$ cat src/sv/ffa_ram.sv
// Generic single-write, single-read synchronous RAM with registered read data.
// No dependencies.
module ffa_ram #(
   parameter int WIDTH = 8,
   parameter int DEPTH = 16
) (
   input  logic                     clock,
   input  logic                     we,
   input  logic [$clog2(DEPTH)-1:0] waddr,
   input  logic [WIDTH-1:0]         wdata,
   input  logic [$clog2(DEPTH)-1:0] raddr,
   output logic [WIDTH-1:0]         rdata
);

   logic [WIDTH-1:0] mem [DEPTH];

   always_ff @(posedge clock) begin
      if (we) begin
         mem[waddr] <= wdata;
      end
      rdata <= mem[raddr];
   end

endmodule

$ cat config.mk
export PLATFORM = sky130hd
export DESIGN_NAME = ffa_ram
export DESIGN_NICKNAME = d
export VERILOG_FILES = /design/src/sv/ffa_ram.sv
export SDC_FILE = /design/constraint.sdc
export NUM_CORES = 1
export LEC_CHECK = 0
export BUFFER_PORTS_ARGS = -buffer_cell sky130_fd_sc_hd__buf_4
export CAP_MARGIN = 15
export CORE_UTILIZATION = 40
export CTS_CLUSTER_SIZE = 20
export DETAILED_ROUTE_END_ITERATION = 10
export PLACE_DENSITY = 0.62
export SLEW_MARGIN = 40
export SYNTH_ARGS = -nofsm -noshare
export SYNTH_HDL_FRONTEND = slang
export SYNTH_SLANG_ARGS = --single-unit
$ cat constraint.sdc
create_clock -name clock -period 1.85 [get_ports clock]
set_input_delay 0.0925 -clock clock [delete_from_list [all_inputs] [get_ports clock]]
set_output_delay 0.0925 -clock clock [all_outputs]
set_load 0.02 [all_outputs]
==> flow_results.xml <==
<?xml version="1.0" encoding="UTF-8"?>
<metrics>
  <group name="logic_synthesis">
    <metric name="ys_seq_elements" unit="">136</metric>
    <metric name="mappedNetlistArea" unit="sq mm">0.00515</metric>
    <metric name="synth_area_leader_cell" unit="">sky130_fd_sc_hd__edfxtp_1</metric>
    <metric name="postSynthCellCount" unit="">229</metric>
    <metric name="yosys.area.top_type_share" unit="">0.747</metric>
    <metric name="post_synth_main_area_contributors" unit="">sky130_fd_sc_hd__edfxtp_1 75%, sky130_fd_sc_hd__mux4_2 7.9%, sky130_fd_sc_hd__mux4_1 7.1%, sky130_fd_sc_hd__dfxtp_1 3.1%, sky130_fd_sc_hd__a22oi_1 2.3%</metric>
    <metric name="post_synth.cell_area_avg" unit="sq um">22.5</metric>
    <metric name="synth_fp_nets" unit="">247</metric>
    <metric name="yosys_warns" unit="">0</metric>
    <metric name="synth.lib_cells_used.distinct" unit="">19</metric>
    <metric name="synth_sequential_area_ratio" unit="">0.778</metric>
  </group>
  <group name="clocking">
    <metric name="buffers_inserted_by_post_cts_timing_repair" unit="">0</metric>
    <metric name="cts_tree" unit="">yes</metric>
    <metric name="path_clk_slew" unit="ns">0.06</metric>
    <metric name="cts-buffers-inserted" unit="">17</metric>
    <metric name="max-clock-path-buffers" unit="">2</metric>
    <metric name="clock_tree.root_cell" unit="">sky130_fd_sc_hd__clkbuf_16</metric>
    <metric name="clock-sinks" unit="">136</metric>
    <metric name="clock_latency" unit="ns">0.41</metric>
    <metric name="htreeDepth" unit="">4</metric>
  </group>
  <group name="place">
    <metric name="dpl.cell_count" unit="">435</metric>
    <metric name="hpwlAfterDp" unit="mm">6.00</metric>
    <metric name="gp_congestion" unit="">0.723</metric>
    <metric name="io_buffers" unit="">25</metric>
  </group>
  <group name="timing">
    <metric name="achievable-frequency" unit="MHz">715</metric>
    <metric name="setup_viol" unit="">0</metric>
    <metric name="slew_viol_final" unit="">0</metric>
    <metric name="worst_slew_pin_slew" unit="ns">0.597</metric>
    <metric name="holdWs" unit="ns">0.0223</metric>
    <metric name="setup_total_negative_slack" unit="ns">0</metric>
    <metric name="count_of_endpoints_failing_hold_in_the_final_timing_report" unit="">0</metric>
    <metric name="worst_clock_skew" unit="ns">0.00772</metric>
    <metric name="rsz0062_at_grt" unit="">no</metric>
    <metric name="period_needed" unit="ns">1.40</metric>
    <metric name="maxSlewHeadroom" unit="">0.601</metric>
    <metric name="final.period_utilization" unit="">0.756</metric>
  </group>
  <group name="finish">
    <metric name="final_cell_count_no_fill" unit="">474</metric>
    <metric name="layout.cells.most_common" unit="">sky130_fd_sc_hd__edfxtp_1</metric>
    <metric name="antennaDiodeCount" unit="">0</metric>
    <metric name="finalNetCount" unit="">307</metric>
    <metric name="multiInputGateArea" unit="sq mm">0.00106</metric>
    <metric name="layout-drive-gt1-share" unit="">0.291</metric>
    <metric name="utilization" unit="">0.500</metric>
    <metric name="register_area" unit="sq mm">0.00400</metric>
    <metric name="area_delta_synth_final" unit="%">22.0</metric>
    <metric name="layout_common_cells" unit="">128 x sky130_fd_sc_hd__edfxtp_1, 42 x sky130_fd_sc_hd__buf_4, 18 x sky130_fd_sc_hd__mux4_2</metric>
    <metric name="fill_cells" unit="">1021</metric>
  </group>
  <group name="die">
    <metric name="die_width" unit="um">115</metric>
    <metric name="placeableCoreArea" unit="sq mm">0.0126</metric>
    <metric name="io_pins" unit="">26</metric>
    <metric name="design.die.area" unit="sq mm">0.0133</metric>
    <metric name="std_cell_rows" unit="">41</metric>
    <metric name="vertical_extent_of_the_die" unit="um">115</metric>
    <metric name="initial_core_util" unit="">0.410</metric>
  </group>
  <group name="worst_setup_path">
    <metric name="crit_arrival" unit="ns">1.68</metric>
    <metric name="worstPathMaxFanout" unit="">1</metric>
    <metric name="start_kind" unit="">register</metric>
    <metric name="crit_type" unit="">reg2reg</metric>
    <metric name="endpoint_class_of_the_critical_path" unit="">register</metric>
    <metric name="cp.required" unit="ns">2.14</metric>
  </group>
  <group name="route">
    <metric name="wl" unit="mm">9.79</metric>
    <metric name="num_vias" unit="">2442</metric>
    <metric name="antenna_violating_nets_post_route" unit="">0</metric>
    <metric name="drc" unit="">0</metric>
    <metric name="number_of_detailed_routing_iterations_run_before_antenna_repair" unit="">4</metric>
    <metric name="detailedRoute.firstIterationViolations" unit="">185</metric>
    <metric name="detail_route.vias_per_cell" unit="">5.15</metric>
    <metric name="drt-wirelength-per-cell" unit="um">20.7</metric>
  </group>
  <group name="job">
    <metric name="max-cap-violations" unit="">0</metric>
  </group>
  <group name="power_and_ir_drop">
    <metric name="vdd.ir_drop.worst" unit="V">0.00112</metric>
    <metric name="leakage_power" unit="nW">2.14</metric>
    <metric name="p_per_area" unit="mW/mm^2">1130</metric>
  </group>
  <group name="grt">
    <metric name="first_global_vias" unit="">2548</metric>
    <metric name="grt_antenna_before_repair" unit="">0</metric>
    <metric name="grt_first_pass_wirelength" unit="mm">14.8</metric>
    <metric name="largest_net_degree_at_the_start_of_global_routing" unit="">33</metric>
    <metric name="gr_overflow_total" unit="">0</metric>
    <metric name="globalRouteTotalUtil" unit="">0.164</metric>
  </group>
  <group name="run_status">
    <metric name="status" unit="">finished clean</metric>
  </group>
  <group name="min_path">
    <metric name="worst_hold_path_type" unit="">in2reg</metric>
  </group>
</metrics>
## metal layers
metal / share of wire / track usage
met1: 0.48 / 0.232
met2: 0.47 / 0.239
met3: 0.048 / 0.0497
met4: 0.0099 / 0.0649
met5: 0 / 0
## path summary, 6_finish.rpt
check | startpoint | end | slack, ns | cells after the start
setup reg to reg | mem[9][2] | rdata[2] | 0.45 | 3
hold / removal | wdata[7] | mem[10][7] | 0.02 | 1
hold reg to reg | mem[15][3] | rdata[3] | 0.66 | 3
setup / recovery | mem[9][2] | rdata[2] | 0.45 | 3
## registers in the layout, indices dropped and copies added, names as in the netlist
name	flops
rdata	8
mem	128
## power breakdown
part | internal [mW] | leakage (nW) | switching [mW]
logic | 0.171 | 0.630 | 0.205
clock network | 2.12 | 0.281 | 1.15
registers | 3.45 | 1.22 | 0.0193
total | 5.74 | 2.14 | 1.37
## cell families (layout without fill, tap and decap cells)
family	after synthesis	in the layout	share of synthesized area
and+or+nand+nor	35	35	0.0318
DFF	136	136	0.778
AOI/OAI and AO/OA	16	16	0.0233
muxes	32	32	0.150
buffers and inverters	10	83	0.0168
## worst max-delay path, stage by stage, from the launching register on
cell and delay, ns:
sky130_fd_sc_hd__edfxtp_1 0.35, sky130_fd_sc_hd__mux4_1 0.50, sky130_fd_sc_hd__a22oi_1 0.34, sky130_fd_sc_hd__nand2_1 0.08
## area by class of cell
| type | instances | share of cell area |
|---|---|---|
| flip-flops and latches | 136 | 0.638 |
| multi-input cells | 83 | 0.168 |
| clock buffers | 20 | 0.0711 |
| repair buffers | 51 | 0.0677 |
| well taps | 172 | 0.0343 |
| clock inverters | 12 | 0.0209 |
## cells in the mapped netlist (all sizes together)
cell type / instances
and2: 1
nand2: 9
dfxtp: 8
mux4: 32
or3b: 1
clkdlybuf4s25: 3
buf: 7
nand2b: 2
nor3: 4
and2b: 1
nand3: 1
edfxtp: 128
nor2: 13
nor2b: 1
a22oi: 16
nand3b: 2
## per-stage QoR
stage	setup slack, ns	cell area, sq um	power, mW
5_1_grt	0.398	6280	7.35
3_3_place_gp	0.275	5630	3.89
6_report	0.451	6280	7.11
4_1_cts	0.483	6280	7.18
3_5_place_dp	0.280	5630	3.89
2_1_floorplan	0.265	5150	3.72
## repair_timing
action | 4_1_cts | 5_1_grt
resized for setup | 0 | 0
endpoints found under the hold margin | 112 | 0
hold buffers | 7 | 0
Power figures use the tool's default switching activity.
