**src/sv/ffa_div.sv**
```systemverilog
// Pipelined divide of an unsigned value by a constant: reciprocal multiply,
// back-multiply and one correction step. No dependencies.
module ffa_div #(
   parameter int DW      = 14,
   parameter int DIVISOR = 8
) (
   input  logic          clock,
   input  logic          reset,
   input  logic          in_valid,
   input  logic [DW-1:0] in_value,
   output logic          out_valid,
   output logic [DW-1:0] quot,
   output logic [DW-1:0] rem
);

   localparam int SH = DW + $clog2(DIVISOR) + 1;
   localparam int PW = DW + SH + 1;
   localparam int MW = DW + $clog2(DIVISOR + 1);
   localparam logic [SH:0] RECIP = (SH+1)'((64'd1 << SH) / DIVISOR + 64'd1);

   logic          v1_ff, v2_ff, v3_ff;
   logic [PW-1:0] prod_ff;
   logic [DW-1:0] val1_ff, val2_ff, q2_ff;
   logic [DW-1:0] quot_ff, rem_ff;
   logic [MW-1:0] back_w;
   logic [DW-1:0] rem_raw_w;
   logic [DW-1:0] quot_in, rem_in;

   always_comb begin
      back_w    = MW'(q2_ff) * MW'(DIVISOR);
      rem_raw_w = val2_ff - DW'(back_w);
      quot_in   = q2_ff;
      rem_in    = rem_raw_w;
      // estimate can fall one short; fix it up
      if (rem_raw_w >= DW'(DIVISOR)) begin
         quot_in = q2_ff + DW'(1);
         rem_in  = rem_raw_w - DW'(DIVISOR);
      end
   end

   always_ff @(posedge clock) begin
      if (reset) begin
         v1_ff <= 1'b0;
         v2_ff <= 1'b0;
         v3_ff <= 1'b0;
      end else begin
         v1_ff <= in_valid;
         v2_ff <= v1_ff;
         v3_ff <= v2_ff;
      end
      prod_ff <= PW'(in_value) * PW'(RECIP);
      val1_ff <= in_value;
      q2_ff   <= prod_ff[SH +: DW];
      val2_ff <= val1_ff;
      quot_ff <= quot_in;
      rem_ff  <= rem_in;
   end

   assign out_valid = v3_ff;
   assign quot      = quot_ff;
   assign rem       = rem_ff;

endmodule

```
**config.mk**
```make
export PLATFORM = sky130hd
export DESIGN_NAME = ffa_div
export DESIGN_NICKNAME = d
export VERILOG_FILES = /design/src/sv/ffa_div.sv
export SDC_FILE = /design/constraint.sdc
export NUM_CORES = 1
export LEC_CHECK = 0
export ABC_AREA = 1
export BUFFER_PORTS_ARGS = -buffer_cell sky130_fd_sc_hd__buf_2
export CELL_PAD_IN_SITES_DETAIL_PLACEMENT = 1
export CELL_PAD_IN_SITES_GLOBAL_PLACEMENT = 1
export CORE_AREA = 5 5 71 73
export CTS_BUF_LIST = sky130_fd_sc_hd__clkbuf_16
export DETAILED_ROUTE_END_ITERATION = 10
export DIE_AREA = 0 0 76 78
export PLACE_DENSITY_LB_ADDON = 0.1
export SYNTH_ARGS = -nofsm -noshare
export SYNTH_HDL_FRONTEND = slang
export SYNTH_SLANG_ARGS = --single-unit
export TNS_END_PERCENT = 30
```
**constraint.sdc**
```tcl
create_clock -name clock -period 0.8 [get_ports clock]
set_input_delay 0.04 -clock clock [delete_from_list [all_inputs] [get_ports clock]]
set_output_delay 0.04 -clock clock [all_outputs]
set_load 0.1 [all_outputs]
```
==> results of run 1 <==
-- worst reg2reg max path: cells and delay by family (launching register included) --
| kind | cells | cell delay, ns |
|---|---|---|
| simple gates | 1 | 0.07 |
| flops | 1 | 0.31 |
| buf+inv | 1 | 0.04 |
-- state kept, by name, summed over array words and instances, names as in the netlist --
signal     cells
val2_ff       13
q2_ff          1
v1_ff          1
rem            3
out_valid      1
quot          11
prod_ff        1
v2_ff          1
val1_ff       13
-- cell type report --
type                    instances  area, um2
clock buffers                   5        125
clock inverters                 3       37.5
fillers                       445       2530
inverters                       3       11.3
multi-input cells              17       63.8
flip-flops and latches         45        920
well taps                      52       65.1
repair buffers                 47        541
-- kinds of logic after synthesis --
kind of cell	Yosys count	share of synthesized area
buf+inv	17	0.113
flops	45	0.873
other cells	1	0.00363
simple gates	3	0.0109
-- placed cells by master (no fill, tap or decap), drive strengths merged --
master and n:
nor2 3, clkinv 1, inv 4, dfxtp 45, buf 31, dlygate4sd3 16
bufinv 1, conb 14, clkbuf 5
-- worst max-delay path by stage --
stage	start	to	slack, ns	cells past startpoint
2_1_floorplan	quot[2]$_DFF_P_	quot[2]	-0.15	0
3_3_place_gp	quot[5]$_DFF_P_	quot[5]	0.24	1
3_5_place_dp	quot[4]$_DFF_P_	quot[4]	0.23	1
4_1_cts	rem[2]$_DFF_P_	rem[2]	-0.04	1
5_1_grt	out_valid$_SDFF_PP0_	out_valid	-0.06	1
6_report	rem[2]$_DFF_P_	rem[2]	-0.03	1
-- repair_timing --
item	4_1_cts	5_1_grt
hold endpoints to repair	17	0
hold buffers	16	0
setup endpoints to repair	15	15
gates resized for setup	11	0
-- through the flow --
step / TNS (ns) / util
global placement: 0 / 0.332
global route: -0.735 / 0.411
CTS: -0.507 / 0.411
finish: -0.338 / 0.411
floorplan: -1.64 / -
detailed placement: 0 / 0.332
-- power groups by stage --
stage               combinational (uW)  clock [uW]  sequential (uW)
floorplan                          342           0             2720
global route                       852        2360             2430
detailed placement                 772           0             2460
global placement                   770           0             2460
finish                             832        2190             2420
CTS                                835        2270             2420
-- metal layers --
| layer | GRT usage | up-vias | wire [um] | share of wire |
|---|---|---|---|---|
| li1 | - | 273 | - | - |
| met1 | 0.0496 | 242 | 556 | 0.36 |
| met2 | 0.0805 | 32 | 741 | 0.47 |
| met3 | 0.0463 | 2 | 230 | 0.15 |
| met4 | 0.0534 | 0 | 36 | 0.023 |
| met5 | 0 | - | 0 | 0 |
==> metrics.md, run 1 <==
| Metric | Value |
|---|---|
| Status | finished with violations |
| Failing checks | setup timing |
| Pre-CTS setup slack | roughly 0.23 ns |
| Crit path arrival time | roughly 0.8 ns |
| Unrepaired setup endpoints after global routing | true |
| Clk network pwr share | 0.403 |
| Final setup margin | -0.0289 ns |
| Area Growth Syn to Fin | 70.8% |
| Clock root cell | clkbuf_16 |
| Sequential-to-total area share from yosys stat | 0.873 |
| EDFF count, synth | 0 |
| Vias per inst | around 3.2 |
| Final WL | about 1600 um |
| Flop pwr share | 0.444 |
| WHS Endpoint | val2_ff[11]$_DFF_P_ |
| CTS tree | done |
| Placer Congestion | 0.576 |
| Data required time at the worst endpoint | around 0.76 ns |
| Slowest cell on crit path | dfxtp_2 |
| Worst Setup Start Kind | register |
| Vias in the first global route | 539 |
| Initial Util | 0.240 |
| Hold Vio Cnt, Final | 0 |
| DRT iter0 DRCs | 43 |
| Worst min-delay path class | register to register |
| Post-synth ARST share | 0 |
| ANT cells | 0 |
| Synthesized area per cell | 15.6 um2 |
| FF+latch count, synth | 45 |
| Crit Path Category | register to output pin |
| Critical Path, Cell by Cell | buf_12 |
| Max-Cap Viols | 0 |
| Die area | just under 6000 um2 |
| R2R cell count | 2 |
| Die Y | 78 um |
| Share of cells above drive strength 1 | 0.433 |
| Largest net degree at the start of global routing | 14 |
| Leak pwr | 0.000793 uW |
| Port buffer count | 31 |
| Post-CTS Setup Inserts | 0 |
| Logic gate share of total power | 0.153 |
| Setup violators final | 15 |
| Placed cell count | approximately 150 |
| Fin crit period | between 0.8 and 0.9 ns |
| Vias | 549 |
| Fin area | 1760 um2 |
| Slowest cell delay on critical path | between 0.3 and 0.4 ns |
| Final ANT Viol Nets | 0 |
| P per Cell Area | just over 3000 nW/um2 |
| Post-synthesis cell type with the largest combined area | dfxtp_1 |
| Core Area | around 4300 um2 |
| Sw Pwr | approximately 1400 uW |
| Placed standard-cell area | about 1400 um2 |
| Post-synthesis cell type count | 5 |
| Ys Warns | 0 |
| CTS max path bufs | 2 |
| Overall power | ~5400 uW |
| Min-delay src | val1_ff[11]$_DFF_P_ |
| Internal | roughly 4000 uW |
| Delay-heaviest family, CP | flip-flops |
| Crit end category | output pin |
| Worst hold path stage count | 0 |
| FP Rows | 24 |
| RR Endpoint | out_valid$_SDFF_PP0_ |
| Die Wd | 76 um |
| Synth cell count leaders | dfxtp_1 (45), buf_4 (14), inv_1 (3), nor2_1 (3), conb_1 (1) |
| I/O pins | 46 |
| Worst R2R Setup Slack | 0.32 ns |
| DRC violations left | 0 |
| Clk_skew | 0.00322 ns |
| Sw Share | 0.257 |
| Period utilisation layout | 1.04 |
| Top-count cell post-synth | dfxtp_1 |
| Crit-path max FO | 1 |
| DR WL/cell | about 9.1 um |
| Sink Count | 45 |
| Worst R2R Start | v2_ff$_SDFF_PP0_ |
| # nets final | between 100 and 150 |
| Clk Latency, worst-skew pair | 0.28 ns |
| Top cell type's share of synthesized area | 0.873 |
| FMAX | approximately 1200 MHz |
| Buffer and inverter count on the worst path | 1 |
| Clk slew on worst S/H paths | roughly 0.060 ns |
| Number of buffers created by CTS | 5 |
| Non-Filler Instances | about 170 |
| Initial DRT Pass Iterations | 2 |
| Area contributors post-synth | dfxtp_1 (87%), buf_4 (10%), inv_1 (1.1%) |
| GRT Total Usage | 0.0567 |
| Hold WS | 0.324 ns |
| Initial antenna violation count | 0 |
| Mapped Cells | 66 |
| Post-synthesis instance area | roughly 1000 um2 |
| Peak VDD IR | ~0.0012 V |
| Main flop type after synthesis | dfxtp_1 |
| First-pass GRT wire length | 2440 um |
| Grt ovf | 0 |
| Max Slew Vio Count | 0 |
| Htree depth | 2 |
Power figures use the tool's default switching activity.
==> inputs of run 2 (changes only) <==
==> constraint.sdc (replaced) <==
create_clock -name clock -period 0.8 [get_ports clock]
set_input_delay 0.04 -clock clock [delete_from_list [all_inputs] [get_ports clock]]
set_output_delay 0.04 -clock clock [all_outputs]
set_load 0.005 [all_outputs]
==> metrics.md, run 2 (synthesis results as in run 1) <==
| Metric | Value |
|---|---|
| Status | finished clean |
| Clk slew on worst S/H paths | ~0.060 ns |
| Clk network pwr share | 0.468 |
| First-pass GRT wire length | roughly 2600 um |
| # nets final | roughly 140 |
| Buffer and inverter count on the worst path | 1 |
| Max-Cap Viols | 0 |
| Worst Setup Start Kind | register |
| Number of buffers created by CTS | 5 |
| Initial Util | 0.240 |
| Overall power | around 4800 uW |
| Max Slew Vio Count | 0 |
| Flop pwr share | 0.498 |
| Logic gate share of total power | 0.034 |
| P per Cell Area | approximately 3100 nW/um2 |
| Initial DRT Pass Iterations | 3 |
| I/O pins | 46 |
| Data required time at the worst endpoint | 0.76 ns |
| Clock root cell | clkbuf_16 |
| Post-CTS Setup Inserts | 0 |
| CTS max path bufs | 2 |
| Most common cell after layout, fill and taps aside | dfxtp_1 |
| Clk_skew | 0.00315 ns |
| Unrepaired setup endpoints after global routing | false |
| Vias in the first global route | between 500 and 600 |
| Final WL | between 1500 and 2000 um |
| Hpwl dp | around 1100 um |
| Leak pwr | 0.000716 uW |
| Clk Latency, worst-skew pair | 0.28 ns |
| Peak VDD IR | ~0.0010 V |
| Area Growth Syn to Fin | 47.6% |
| DRT iter0 DRCs | 21 |
| Delay-heaviest family, CP | flip-flops |
| Crit path arrival time | ~0.70 ns |
| Crit-path max FO | 1 |
| Crit Path Category | register to output pin |
| Crit end category | output pin |
| Die Wd | roughly 76 um |
| Die area | 5930 um2 |
| Worst min-delay path class | register to register |
| Slowest cell delay on critical path | ~0.32 ns |
| Htree depth | 2 |
| FP Rows | 24 |
| Commonest cells after routing, fill and taps aside | dfxtp_1 (45), buf_2 (31), dlygate4sd3_1 (16) |
| Sink Count | 45 |
| Period utilisation layout | 0.924 |
| DR WL/cell | about 9.3 um |
| Share of cells above drive strength 1 | 0.317 |
| DRC violations left | 0 |
| Setup TNS | 0 ns |
| GRT Total Usage | 0.0595 |
| Port buffer count | 31 |
| Placer Congestion | around 0.55 |
| Vias per inst | around 3.2 |
| FMAX | ~1400 MHz |
| Largest net degree at the start of global routing | 15 |
| Fin crit period | approximately 0.74 ns |
| Core Area | roughly 4300 um2 |
| CTS tree | done |
| Internal | ~4000 uW |
| ANT cells | 0 |
| Grt ovf | 0 |
| Critical Path, Cell by Cell | buf_2 |
| Die Y | ~78 um |
| Sw Pwr | 855 uW |
| Hold Vio Cnt, Final | 0 |
| Vias | ~550 |
| Setup violators final | 0 |
| Slowest cell on crit path | dfxtp_1 |
| Initial antenna violation count | 0 |
| Final ANT Viol Nets | 0 |
| Sw Share | 0.179 |
[run 2: cell counts in the layout (fill, tap and decap cells not counted)]
No cell type changed its count.
[run 2: what timing repair did]
item / in CTS / in global routing
endpoints found under the hold margin: 17 / 0
gates resized for setup: 0 / 0
hold buffers: 16 / 0
[run 2: cell type report]
| cell class | instances | area [um2] |
|---|---|---|
| flip-flops and latches | 45 | 901 |
| clock buffers | 5 | 125 |
| clock inverters | 3 | 42.5 |
| well taps | 52 | 65.1 |
| fillers | 467 | 2770 |
| repair buffers | 47 | 315 |
| inverters | 3 | 11.3 |
| multi-input cells | 17 | 63.8 |
[run 2: worst register-to-register path: cells and delay by family, from the launching register on]
kind | cells | cell delay [ns]
flops | 1 | 0.30
buf+inv | 1 | 0.04
simple gates | 1 | 0.03
[run 2: metrics by stage]
stage	setup slack, ns	util	hold WS, ns	cell area (um2)	cells
after CTS	0.0497	0.355	0.328	1520	172
after global placement	0.348	0.279	0.142	1200	148
after detailed placement	0.337	0.279	0.144	1200	148
after floorplan	0.354	-	0.0677	1080	79
after global routing	0.0111	0.355	0.330	1520	172
final	0.0609	0.355	0.326	1520	172
[run 2: power by group through the flow]
stage | Sequential [uW] | Clock (uW) | Combinational, uW
global route | 2390 | 2430 | 181
CTS | 2390 | 2330 | 164
detailed placement | 2440 | 0 | 103
finish | 2380 | 2240 | 162
floorplan | 2430 | 0 | 68.4
global placement | 2430 | 0 | 102
[run 2: final timing paths]
| check | startpoint | end | slack [ns] | depth (start not counted) |
|---|---|---|---|---|
| min | val1_ff[2]$_DFF_P_ | val2_ff[2]$_DFF_P_ | 0.33 | 0 |
| min reg2reg | val1_ff[2]$_DFF_P_ | val2_ff[2]$_DFF_P_ | 0.33 | 0 |
| max | rem[2]$_DFF_P_ | rem[2] | 0.06 | 1 |
| max reg2reg | v1_ff$_SDFF_PP0_ | v2_ff$_SDFF_PP0_ | 0.33 | 2 |
[run 2: layer usage]
metal	GRT usage	share of wire
met4	0.0587	0.045
met5	0	0
met3	0.0405	0.13
met2	0.0933	0.48
met1	0.0485	0.34
